===== src/rtl/core/cfa_pkg.sv =====
package cfa_pkg;

   // fixed-point format of a channel level
   localparam int FRAC_BITS = 16;
   localparam int LVL_W     = 8 + FRAC_BITS;
   localparam int TIME_W    = 16;
   localparam int MAG_W     = LVL_W + 2;

   // twice full scale, the cap on one tick's movement
   localparam logic [MAG_W-1:0] TWO_FULL = MAG_W'(255) << (FRAC_BITS + 1);

   localparam logic [7:0] BYTE_MAX = 8'd255;

   typedef enum logic [2:0] {
      MODE_TICK      = 3'd0,
      MODE_TRANSLATE = 3'd1,
      MODE_ASSIGN    = 3'd2,
      MODE_BLEND     = 3'd3,
      MODE_START     = 3'd4
   } mode_type;

   typedef enum logic [1:0] {
      CSR_FIRST  = 2'd0,
      CSR_SECOND = 2'd1,
      CSR_DUR    = 2'd2,
      CSR_DELAY  = 2'd3
   } csr_type;

   typedef enum logic [1:0] {
      STAGE_OUT    = 2'd0,
      STAGE_BACK   = 2'd1,
      STAGE_REPEAT = 2'd2
   } stage_type;

endpackage


===== src/rtl/core/rgba_color_fade_animator.sv =====
// Assign and a tick with no fade or animation go straight to the result. Translate runs
// the divider (32 steps) per channel; a fading tick runs the multiplier (16 steps) per
// moving channel, plus a translate when the animation moves on; blend runs both units
// per colour channel. One word at a time; next taken once the result is registered.
// Reset (synchronous, high) clears colour, fade and animation state and registers.
module rgba_color_fade_animator (
   input  logic        clock,
   input  logic        reset,
   // request words
   input  logic        req_valid,
   output logic        req_stall,
   input  logic [2:0]  req_mode,
   input  logic [7:0]  req_target_red,
   input  logic [7:0]  req_target_green,
   input  logic [7:0]  req_target_blue,
   input  logic [7:0]  req_target_alpha,
   input  logic        req_use_alpha,
   input  logic [15:0] req_duration_ms,
   input  logic [15:0] req_elapsed_ms,
   input  logic [7:0]  req_blend_alpha,
   // response words
   output logic        rsp_valid,
   input  logic        rsp_stall,
   output logic [7:0]  rsp_red_out,
   output logic [7:0]  rsp_green_out,
   output logic [7:0]  rsp_blue_out,
   output logic [7:0]  rsp_alpha_out,
   output logic        rsp_fading,
   output logic        rsp_animating,
   output logic [1:0]  rsp_anim_stage_out,
   // register writes
   input  logic        csr_valid,
   output logic        csr_ready,
   input  logic [1:0]  csr_index,
   input  logic [31:0] csr_wdata
);

   localparam int LW = cfa_pkg::LVL_W;
   localparam int FB = cfa_pkg::FRAC_BITS;
   localparam int TW = cfa_pkg::TIME_W;
   localparam int MW = cfa_pkg::MAG_W;

   typedef enum logic [3:0] {
      ST_IDLE,
      ST_DECODE,
      ST_FD_START,
      ST_FD_WAIT,
      ST_ANIM,
      ST_TR_CHECK,
      ST_TR_START,
      ST_TR_WAIT,
      ST_BL_START,
      ST_BL_MUL,
      ST_BL_DIV,
      ST_DONE
   } state_type;

   state_type state_ff;

   // configuration registers
   logic [31:0]   first_ff, second_ff;
   logic [TW-1:0] adur_ff, delay_ff;

   // colour and fade state
   logic [LW-1:0] level_ff [4];
   logic [LW-1:0] smag_ff  [4];
   logic          sneg_ff  [4];
   logic [7:0]    goal_ff  [4];
   logic          fade_ff;
   logic [TW-1:0] flen_ff;
   logic          anim_ff;
   logic [1:0]    stage_ff;
   logic signed [TW+1:0] aclk_ff;

   // current word; tc/twa/tdur also take the animation's translate
   logic [2:0]    mode_ff;
   logic [7:0]    tc_ff [4];
   logic          twa_ff;
   logic [TW-1:0] tdur_ff;
   logic [TW-1:0] elap_ff;
   logic [7:0]    w_ff;
   logic [1:0]    ch_ff;
   logic [2:0]    match_ff;

   // output register
   logic       rsp_valid_ff;
   logic [7:0] rsp_col_ff [4];
   logic       rsp_fade_ff, rsp_anim_ff;
   logic [1:0] rsp_stage_ff;

   // serial units
   logic              mul_start, mul_done;
   logic [LW-1:0]     mul_a;
   logic [TW-1:0]     mul_b;
   logic [LW+TW-1:0]  mul_p;
   logic              div_start, div_done;
   logic [31:0]       div_n;
   logic [TW-1:0]     div_d;
   logic [31:0]       div_q;

   cfa_mul #(.AW(LW), .BW(TW)) u_mul (
      .clock(clock), .reset(reset), .start(mul_start), .a(mul_a), .b(mul_b),
      .done(mul_done), .product(mul_p)
   );

   cfa_div #(.NW(32), .DW(TW)) u_div (
      .clock(clock), .reset(reset), .start(div_start), .dividend(div_n),
      .divisor(div_d), .done(div_done), .quotient(div_q)
   );

   // translate checks over all four channels
   logic [LW-1:0] tgt_lvl [4];
   logic [3:0]    dzero;
   logic          all_zero, same_goal;

   always_comb begin
      for (int i = 0; i < 4; i++) begin
         tgt_lvl[i] = {tc_ff[i], {FB{1'b0}}};
         dzero[i]   = (level_ff[i] == tgt_lvl[i]);
      end
      if (!twa_ff) begin
         dzero[3] = 1'b1;
      end
      all_zero  = &dzero;
      same_goal = (goal_ff[0] == tc_ff[0]) && (goal_ff[1] == tc_ff[1]) &&
                  (goal_ff[2] == tc_ff[2]) && (!twa_ff || goal_ff[3] == tc_ff[3]);
   end

   // per-channel difference for the current channel
   logic [LW-1:0] cur_lvl, cur_tgt, dmag;
   logic          dneg, alpha_kept;

   assign cur_lvl    = level_ff[ch_ff];
   assign cur_tgt    = tgt_lvl[ch_ff];
   assign alpha_kept = (ch_ff == 2'd3) && !twa_ff;

   always_comb begin
      dneg = 1'b0;
      dmag = '0;
      if (!alpha_kept) begin
         dneg = cur_tgt < cur_lvl;
         dmag = dneg ? cur_lvl - cur_tgt : cur_tgt - cur_lvl;
      end
   end

   // fade movement for the current channel
   logic [MW-1:0] moved;
   logic [LW-1:0] goal_lvl;
   logic [MW:0]   nv_up, nv_dn;
   logic          hit;
   logic [LW-1:0] nv;

   always_comb begin
      moved    = (mul_p > (LW+TW)'(cfa_pkg::TWO_FULL)) ? cfa_pkg::TWO_FULL : mul_p[MW-1:0];
      goal_lvl = {goal_ff[ch_ff], {FB{1'b0}}};
      nv_up    = {3'b000, cur_lvl} + {1'b0, moved};
      nv_dn    = {3'b000, cur_lvl} - {1'b0, moved};
      if (sneg_ff[ch_ff]) begin
         hit = ({1'b0, moved} > {3'b000, cur_lvl}) || (nv_dn[LW-1:0] <= goal_lvl);
         nv  = nv_dn[LW-1:0];
      end else begin
         hit = nv_up >= {3'b000, goal_lvl};
         nv  = nv_up[LW-1:0];
      end
   end

   logic [2:0] match_in;
   assign match_in = match_ff + {2'b00, hit};

   // blend sum: level*(255-w) + (src*w) << FRAC
   logic [15:0] src_w;
   logic [31:0] blend_sum;
   assign src_w     = tc_ff[ch_ff] * w_ff;
   assign blend_sum = mul_p[31:0] + {src_w, {FB{1'b0}}};

   // quotient with the minimum step of one unit
   logic [LW-1:0] step_in;
   assign step_in = (div_q[LW-1:0] == '0 && dmag != '0) ? LW'(1) : div_q[LW-1:0];

   // unit hookups
   assign mul_start = (state_ff == ST_FD_START && smag_ff[ch_ff] != '0) ||
                      (state_ff == ST_BL_START);
   assign mul_a     = (state_ff == ST_BL_START) ? cur_lvl : smag_ff[ch_ff];
   assign mul_b     = (state_ff == ST_BL_START) ? {8'd0, cfa_pkg::BYTE_MAX - w_ff} : elap_ff;
   assign div_start = (state_ff == ST_TR_START) || (state_ff == ST_BL_MUL && mul_done);
   assign div_n     = (state_ff == ST_TR_START) ? {8'd0, dmag} : blend_sum;
   assign div_d     = (state_ff == ST_TR_START) ? tdur_ff : {8'd0, cfa_pkg::BYTE_MAX};

   logic signed [TW+1:0] aclk_in;
   assign aclk_in = aclk_ff - $signed({2'b00, elap_ff});

   always_ff @(posedge clock) begin
      if (reset) begin
         state_ff     <= ST_IDLE;
         first_ff     <= '0;
         second_ff    <= '0;
         adur_ff      <= '0;
         delay_ff     <= '0;
         for (int i = 0; i < 4; i++) begin
            level_ff[i] <= '0;
            smag_ff[i]  <= '0;
            sneg_ff[i]  <= 1'b0;
            goal_ff[i]  <= '0;
         end
         fade_ff      <= 1'b0;
         flen_ff      <= '0;
         anim_ff      <= 1'b0;
         stage_ff     <= cfa_pkg::STAGE_OUT;
         aclk_ff      <= '0;
         ch_ff        <= '0;
         match_ff     <= '0;
         rsp_valid_ff <= 1'b0;
      end else begin
         if (csr_valid) begin
            unique case (csr_index)
               cfa_pkg::CSR_FIRST:  first_ff  <= csr_wdata;
               cfa_pkg::CSR_SECOND: second_ff <= csr_wdata;
               cfa_pkg::CSR_DUR:    adur_ff   <= csr_wdata[TW-1:0];
               cfa_pkg::CSR_DELAY:  delay_ff  <= csr_wdata[TW-1:0];
               default: ;
            endcase
         end
         // ST_DONE reloads the output register itself
         if (rsp_valid_ff && !rsp_stall && state_ff != ST_DONE) begin
            rsp_valid_ff <= 1'b0;
         end

         unique case (state_ff)
            ST_IDLE: begin
               if (req_valid) begin
                  mode_ff  <= req_mode;
                  tc_ff[0] <= req_target_red;
                  tc_ff[1] <= req_target_green;
                  tc_ff[2] <= req_target_blue;
                  tc_ff[3] <= req_target_alpha;
                  twa_ff   <= req_use_alpha;
                  tdur_ff  <= req_duration_ms;
                  elap_ff  <= req_elapsed_ms;
                  w_ff     <= req_blend_alpha;
                  state_ff <= ST_DECODE;
               end
            end
            ST_DECODE: begin
               ch_ff    <= '0;
               match_ff <= '0;
               unique case (mode_ff)
                  cfa_pkg::MODE_TICK: begin
                     if (fade_ff) begin
                        state_ff <= ST_FD_START;
                     end else if (anim_ff) begin
                        state_ff <= ST_ANIM;
                     end else begin
                        state_ff <= ST_DONE;
                     end
                  end
                  cfa_pkg::MODE_TRANSLATE: state_ff <= ST_TR_CHECK;
                  cfa_pkg::MODE_ASSIGN: begin
                     for (int i = 0; i < 3; i++) begin
                        level_ff[i] <= tgt_lvl[i];
                     end
                     if (twa_ff) begin
                        level_ff[3] <= tgt_lvl[3];
                     end
                     fade_ff  <= 1'b0;
                     state_ff <= ST_DONE;
                  end
                  cfa_pkg::MODE_BLEND: state_ff <= ST_BL_START;
                  cfa_pkg::MODE_START: begin
                     level_ff[0] <= {first_ff[31:24], {FB{1'b0}}};
                     level_ff[1] <= {first_ff[23:16], {FB{1'b0}}};
                     level_ff[2] <= {first_ff[15:8], {FB{1'b0}}};
                     level_ff[3] <= {first_ff[7:0], {FB{1'b0}}};
                     fade_ff     <= 1'b0;
                     if (adur_ff != '0) begin
                        stage_ff <= cfa_pkg::STAGE_OUT;
                        aclk_ff  <= '0;
                        anim_ff  <= 1'b1;
                     end
                     state_ff <= ST_DONE;
                  end
                  default: state_ff <= ST_DONE;
               endcase
            end
            // fade advance, one channel at a time
            ST_FD_START: begin
               if (smag_ff[ch_ff] == '0) begin
                  match_ff <= match_ff + 3'd1;
                  if (ch_ff == 2'd3) begin
                     if (match_ff == 3'd3) begin
                        fade_ff <= 1'b0;
                     end
                     state_ff <= anim_ff ? ST_ANIM : ST_DONE;
                  end else begin
                     ch_ff <= ch_ff + 2'd1;
                  end
               end else begin
                  state_ff <= ST_FD_WAIT;
               end
            end
            ST_FD_WAIT: begin
               if (mul_done) begin
                  level_ff[ch_ff] <= hit ? goal_lvl : nv;
                  match_ff        <= match_in;
                  if (ch_ff == 2'd3) begin
                     if (match_in == 3'd4) begin
                        fade_ff <= 1'b0;
                     end
                     state_ff <= anim_ff ? ST_ANIM : ST_DONE;
                  end else begin
                     ch_ff    <= ch_ff + 2'd1;
                     state_ff <= ST_FD_START;
                  end
               end
            end
            // ping-pong step, only once no fade runs
            ST_ANIM: begin
               ch_ff <= '0;
               if (fade_ff) begin
                  state_ff <= ST_DONE;
               end else begin
                  unique case (stage_ff)
                     cfa_pkg::STAGE_OUT: begin
                        tc_ff[0] <= second_ff[31:24];
                        tc_ff[1] <= second_ff[23:16];
                        tc_ff[2] <= second_ff[15:8];
                        tc_ff[3] <= second_ff[7:0];
                        twa_ff   <= 1'b1;
                        tdur_ff  <= adur_ff >> 1;
                        stage_ff <= cfa_pkg::STAGE_BACK;
                        state_ff <= ST_TR_CHECK;
                     end
                     cfa_pkg::STAGE_BACK: begin
                        tc_ff[0] <= first_ff[31:24];
                        tc_ff[1] <= first_ff[23:16];
                        tc_ff[2] <= first_ff[15:8];
                        tc_ff[3] <= first_ff[7:0];
                        twa_ff   <= 1'b1;
                        tdur_ff  <= adur_ff >> 1;
                        stage_ff <= cfa_pkg::STAGE_REPEAT;
                        aclk_ff  <= $signed({2'b00, delay_ff});
                        state_ff <= ST_TR_CHECK;
                     end
                     cfa_pkg::STAGE_REPEAT: begin
                        aclk_ff <= aclk_in;
                        if (aclk_in <= 0) begin
                           stage_ff <= cfa_pkg::STAGE_OUT;
                        end
                        state_ff <= ST_DONE;
                     end
                     default: state_ff <= ST_DONE;
                  endcase
               end
            end
            // translate: zero duration assigns, then the no-op checks
            ST_TR_CHECK: begin
               ch_ff <= '0;
               if (tdur_ff == '0) begin
                  for (int i = 0; i < 3; i++) begin
                     level_ff[i] <= tgt_lvl[i];
                  end
                  if (twa_ff) begin
                     level_ff[3] <= tgt_lvl[3];
                  end
                  fade_ff  <= 1'b0;
                  state_ff <= ST_DONE;
               end else if (all_zero) begin
                  fade_ff  <= 1'b0;
                  state_ff <= ST_DONE;
               end else if (fade_ff && same_goal && flen_ff == tdur_ff) begin
                  state_ff <= ST_DONE;
               end else begin
                  fade_ff  <= 1'b1;
                  flen_ff  <= tdur_ff;
                  state_ff <= ST_TR_START;
               end
            end
            ST_TR_START: state_ff <= ST_TR_WAIT;
            ST_TR_WAIT: begin
               if (div_done) begin
                  smag_ff[ch_ff] <= step_in;
                  sneg_ff[ch_ff] <= dneg;
                  goal_ff[ch_ff] <= alpha_kept ? cur_lvl[LW-1:FB] : tc_ff[ch_ff];
                  if (ch_ff == 2'd3) begin
                     state_ff <= ST_DONE;
                  end else begin
                     ch_ff    <= ch_ff + 2'd1;
                     state_ff <= ST_TR_START;
                  end
               end
            end
            // blend: multiply, then divide by 255, red to blue
            ST_BL_START: state_ff <= ST_BL_MUL;
            ST_BL_MUL: begin
               if (mul_done) begin
                  state_ff <= ST_BL_DIV;
               end
            end
            ST_BL_DIV: begin
               if (div_done) begin
                  level_ff[ch_ff] <= div_q[LW-1:0];
                  if (ch_ff == 2'd2) begin
                     fade_ff  <= 1'b0;
                     state_ff <= ST_DONE;
                  end else begin
                     ch_ff    <= ch_ff + 2'd1;
                     state_ff <= ST_BL_START;
                  end
               end
            end
            ST_DONE: begin
               if (!rsp_valid_ff || !rsp_stall) begin
                  for (int i = 0; i < 4; i++) begin
                     rsp_col_ff[i] <= level_ff[i][LW-1:FB];
                  end
                  rsp_fade_ff  <= fade_ff;
                  rsp_anim_ff  <= anim_ff;
                  rsp_stage_ff <= stage_ff;
                  rsp_valid_ff <= 1'b1;
                  state_ff     <= ST_IDLE;
               end
            end
            default: state_ff <= ST_IDLE;
         endcase
      end
   end

   assign req_stall          = reset || (state_ff != ST_IDLE);
   assign csr_ready          = !reset;
   assign rsp_valid          = rsp_valid_ff;
   assign rsp_red_out        = rsp_col_ff[0];
   assign rsp_green_out      = rsp_col_ff[1];
   assign rsp_blue_out       = rsp_col_ff[2];
   assign rsp_alpha_out      = rsp_col_ff[3];
   assign rsp_fading         = rsp_fade_ff;
   assign rsp_animating      = rsp_anim_ff;
   assign rsp_anim_stage_out = rsp_stage_ff;

endmodule


===== src/rtl/core/cfa_mul.sv =====
// shift-add multiplier, one multiplier bit per cycle
module cfa_mul #(
   parameter int AW = 24,
   parameter int BW = 16
) (
   input  logic             clock,
   input  logic             reset,
   input  logic             start,
   input  logic [AW-1:0]    a,
   input  logic [BW-1:0]    b,
   output logic             done,
   output logic [AW+BW-1:0] product
);

   localparam int CW = $clog2(BW + 1);

   logic [AW-1:0]    a_ff;
   logic [AW+BW-1:0] acc_ff;
   logic [CW-1:0]    cnt_ff;
   logic             busy_ff;
   logic             done_ff;
   logic [AW:0]      sum_in;

   assign sum_in  = {1'b0, acc_ff[AW+BW-1:BW]} + (acc_ff[0] ? {1'b0, a_ff} : '0);
   assign done    = done_ff;
   assign product = acc_ff;

   always_ff @(posedge clock) begin
      if (reset) begin
         busy_ff <= 1'b0;
         done_ff <= 1'b0;
         cnt_ff  <= '0;
      end else begin
         done_ff <= 1'b0;
         if (start) begin
            a_ff    <= a;
            acc_ff  <= {{AW{1'b0}}, b};
            cnt_ff  <= CW'(BW);
            busy_ff <= 1'b1;
         end else if (busy_ff) begin
            acc_ff <= {sum_in, acc_ff[BW-1:1]};
            cnt_ff <= cnt_ff - 1'b1;
            if (cnt_ff == CW'(1)) begin
               busy_ff <= 1'b0;
               done_ff <= 1'b1;
            end
         end
      end
   end

endmodule


===== src/rtl/core/cfa_div.sv =====
// restoring divider, one quotient bit per cycle; divisor must be nonzero
module cfa_div #(
   parameter int NW = 32,
   parameter int DW = 16
) (
   input  logic          clock,
   input  logic          reset,
   input  logic          start,
   input  logic [NW-1:0] dividend,
   input  logic [DW-1:0] divisor,
   output logic          done,
   output logic [NW-1:0] quotient
);

   localparam int CW = $clog2(NW + 1);

   logic [NW-1:0] quo_ff;
   logic [DW-1:0] rem_ff;
   logic [DW-1:0] dvs_ff;
   logic [CW-1:0] cnt_ff;
   logic          busy_ff;
   logic          done_ff;
   logic [DW+1:0] trial_in;

   assign trial_in = {1'b0, rem_ff, quo_ff[NW-1]} - {2'b00, dvs_ff};
   assign done     = done_ff;
   assign quotient = quo_ff;

   always_ff @(posedge clock) begin
      if (reset) begin
         busy_ff <= 1'b0;
         done_ff <= 1'b0;
         cnt_ff  <= '0;
      end else begin
         done_ff <= 1'b0;
         if (start) begin
            quo_ff  <= dividend;
            rem_ff  <= '0;
            dvs_ff  <= divisor;
            cnt_ff  <= CW'(NW);
            busy_ff <= 1'b1;
         end else if (busy_ff) begin
            if (trial_in[DW+1]) begin
               rem_ff <= {rem_ff[DW-2:0], quo_ff[NW-1]};
            end else begin
               rem_ff <= trial_in[DW-1:0];
            end
            quo_ff <= {quo_ff[NW-2:0], ~trial_in[DW+1]};
            cnt_ff <= cnt_ff - 1'b1;
            if (cnt_ff == CW'(1)) begin
               busy_ff <= 1'b0;
               done_ff <= 1'b1;
            end
         end
      end
   end

endmodule


===== config.mk =====
export PLATFORM = sky130hd
export DESIGN_NAME = rgba_color_fade_animator
export DESIGN_NICKNAME = d
export VERILOG_FILES = /design/src/rtl/core/cfa_pkg.sv /design/src/rtl/core/rgba_color_fade_animator.sv /design/src/rtl/core/cfa_mul.sv /design/src/rtl/core/cfa_div.sv
export SDC_FILE = /design/constraint.sdc
export NUM_CORES = 2
export LEC_CHECK = 0
export CAP_MARGIN = 10
export CORE_UTILIZATION = 59
export CTS_BUF_LIST = sky130_fd_sc_hd__clkbuf_16
export DETAILED_ROUTE_END_ITERATION = 8
export DONT_BUFFER_PORTS = 1
export PLACE_DENSITY = 0.78
export SYNTH_ARGS = -nofsm -noshare
export SYNTH_HDL_FRONTEND = slang
export SYNTH_SLANG_ARGS = --single-unit

===== constraint.sdc =====
create_clock -name clock -period 6.99 [get_ports clock]
set_clock_uncertainty 0.2 [all_clocks]
set_input_delay 1.398 -clock clock [delete_from_list [all_inputs] [get_ports clock]]
set_output_delay 1.398 -clock clock [all_outputs]
set_load 0.01 [all_outputs]

==> metrics.cfg <==
[status]
status = finished, violations left
failed_checks = design-rule violations, negative setup slack

[die]
io_pins = 154
core_area_sq_um = 65860
dieArea_sq_um = 67690
row_count = 94
die_x_um = 260.2
die_h_um = 260.2
initial_utilization_pct = 59.71

[cts]
clock_latency_ns = 0.63
cts_tree = yes
path_clk_slew_ns = 0.06
ctsHoldBuffers = 0
htree_levels = 3
clk_path_buf_depth = 3
clock_sinks = 629
numCtsBuffers = 67
cts-root-buf = clkbuf_16

[worst_setup_path]
r2r-start = u_mul.product[9]$_DFFE_PP_
critPathArrivalTime_ns = 7.71
max_stage_delay_ns = 0.42
rrSetupSlack_ns = -0.41
cp_max_fo = 16
slowest_stage = edfxtp_1
required_ns = 7.30
crit_end = fade_ff$_SDFFE_PP0P_
worst_setup_path_end_kind = register
setup.worst_path.start_class = register
r2r_cells = 36
worst-setup-path-type = register to register
reg2reg_to = fade_ff$_SDFFE_PP0P_
startpoint = u_mul.product[9]$_DFFE_PP_

[drt]
wire_per_inst_um = 25.91
met2_length_um = 57930
wirelength_um = 133900
wl_met3_um = 16800
wl_met1_um = 50740
top_layer = met5
antenna_left = 0
drtIter0Drc = 4506
via_count = 33800
drc_errors = 14
viasPerCell = 6.540
dr.pass1.iters = 9

[final_layout]
layout_commonest_cell = nand2_1
syn_to_final_growth_pct = 16.94
filler_cell_count = 4970
final_nets = 4632
seq_area_sq_um = 17280
layout-drive-gt1-share_pct = 17.82
instances_no_fill = 5168
multi_input_area_sq_um = 21470
final_cell_mix = nand2_1, edfxtp_1, buf_4, nor2_1, a21oi_1
final_area_sq_um = 45990

[placed_design]
dp_hpwl_um = 99010
place_congestion = 1.064
place_area_sq_um = 42160
io_buffers = 0
dp.cells = 4992

[min_path]
hp-class = register to register

[global_route]
grt_pass1_vias = 32340
grt-ovfl-total = 0
grt_pass1_wl_um = 199000
antenna_found_initial = 7
grt_max_degree = 172
track_usage_pct = 39.41

[sta]
fin_crit_sh_pct = 105.8
slew_headroom_pct = 4.801
worst_pin_slew_ns = 1.425
layout_setup_ws_ns = -0.4082
hold_viol_final = 0
fmax_mhz = 135.2
period_needed_ns = 7.398
drv_slew = 0
rsz0062_at_grt = yes
setup-violations-final = 97

[logic_synthesis]
ys_types = 86
synth_edf_count = 468
synth_area_sq_um = 39330
synth_area_leaders = edfxtp_1, dfxtp_1, ha_1, nand2_1, mux4_2
yosysTopAreaCell = edfxtp_1
synthCells = 4007
ys_ff_latch = 629
syn_avg_cell_area_sq_um = 9.814
yosysSeqAreaShare_pct = 43.93
async_reset_ff_share_pct = 0
ys_warn_count = 0
synth_fp_nets = 4390
synth_ff_type = edfxtp_1
synth_top_area_share_pct = 35.74

[power]
finalPower_mw = 17.74
p_leak_nw = 18.15
ir_worst_vdd_mv = 0.4932
powerDensity_nw_per_um2 = 385.8

[flow_run]
max_cap_viol_count = 0

[registers in the layout (all words and copies together) (netlist names), 18 cells and up, named ones only]
signal,flops
level_ff,96
smag_ff,96
u_mul.product,40
first_ff,32
goal_ff,32
rsp_col_ff,32
second_ff,32
tc_ff,32
u_div.quotient,32
u_mul.a_ff,24
aclk_ff,18
[stage by stage]
step                util, %  hold slack (ns)  setup TNS (ns)  setup WS, ns
floorplan                 -           0.2064         -0.4483       -0.3989
detailed placement    64.02           0.2474          -54.83       -0.8444
global route          69.82           0.2720          -47.50       -0.8084
CTS                   69.00           0.2560          -13.20       -0.2846
finish                69.82           0.2533          -18.11       -0.4082
global placement      64.02           0.2410          -35.28       -0.6629
[timing repair]
action,CTS,global route
buffers inserted,38,16
pin swaps,48,6
gates cloned,3,1
gates resized for setup,182,98
endpoints found under the hold margin,0,0
endpoints found under the setup margin,101,104
[synthesized netlist by cell type (44+ instances only)]
library cell and number:
nand2_1 520, edfxtp_1 468, nor2_1 342, a21oi_1 269, ha_1 225, inv_1 222, o21ai_0 197, and2_1 174
clkbuf_1 164, xnor2_1 162, dfxtp_1 161, nor3_1 87, mux2i_1 86, mux4_2 72, nor4_1 67, nand3_1 62
xor2_1 49, a22oi_1 46, nand4_1 44
[power breakdown]
group          internal (mW)  switching, mW
registers               4.48          0.345
clock network           2.04           1.58
logic                   4.04           5.25
total                   10.6           7.18
[cells by family (layout without fill, tap and decap cells)]
group	after synthesis	in the layout	share of synthesized area, %
adder cells (fa/ha/maj)	268	268	9.348
buffers and inverters	431	727	4.238
XOR/XNOR	211	211	4.699
AND/OR/NAND/NOR	1461	1461	17.55
multiplexers	168	168	6.675
other	0	1	0
flip-flops	629	629	43.93
AO/OA/AOI/OAI	839	839	13.55
[per-layer routing]
layer / GRT usage, % / vias to the layer above
li1: - / 14950
met1: 52.20 / 16140
met2: 58.75 / 2209
met3: 10.54 / 492
met4: 21.72 / 10
met5: 0 / -
[area by class of cell]
cell class              instances  share of cell area [%]
diodes                          1                0.005442
clock buffers                  67                   3.646
clock inverters                56                   1.154
inverters                     225                   1.842
multi-input cells            2947                   46.69
flip-flops and latches        629                   37.59
well taps                     864                   2.351
repair buffers                379                   6.723
[worst min-delay path by stage]
stage | startpoint | endpoint | slack (ns) | cells past startpoint
floorplan | anim_ff$_SDFFE_PP0P_ | rsp_animating$_DFFE_PP_ | 0.21 | 0
global placement | second_ff[17]$_SDFFE_PP0P_ | second_ff[17]$_SDFFE_PP0P_ | 0.24 | 2
detailed placement | second_ff[30]$_SDFFE_PP0P_ | second_ff[30]$_SDFFE_PP0P_ | 0.25 | 2
CTS | second_ff[23]$_SDFFE_PP0P_ | second_ff[23]$_SDFFE_PP0P_ | 0.26 | 2
global route | second_ff[21]$_SDFFE_PP0P_ | second_ff[21]$_SDFFE_PP0P_ | 0.27 | 2
finish | second_ff[23]$_SDFFE_PP0P_ | second_ff[23]$_SDFFE_PP0P_ | 0.25 | 2
[critical path, delay by kind of cell, from the launching register on]
family / cells / cell delay, ns
AOI/OAI and AO/OA: 10 / 2.22
buffers and inverters: 3 / 0.42
xor gates and xnor gates: 1 / 0.13
adders and majority gates: 4 / 0.87
and+or+nand+nor: 18 / 2.99
DFF: 1 / 0.42
Power figures use the tool's default switching activity.
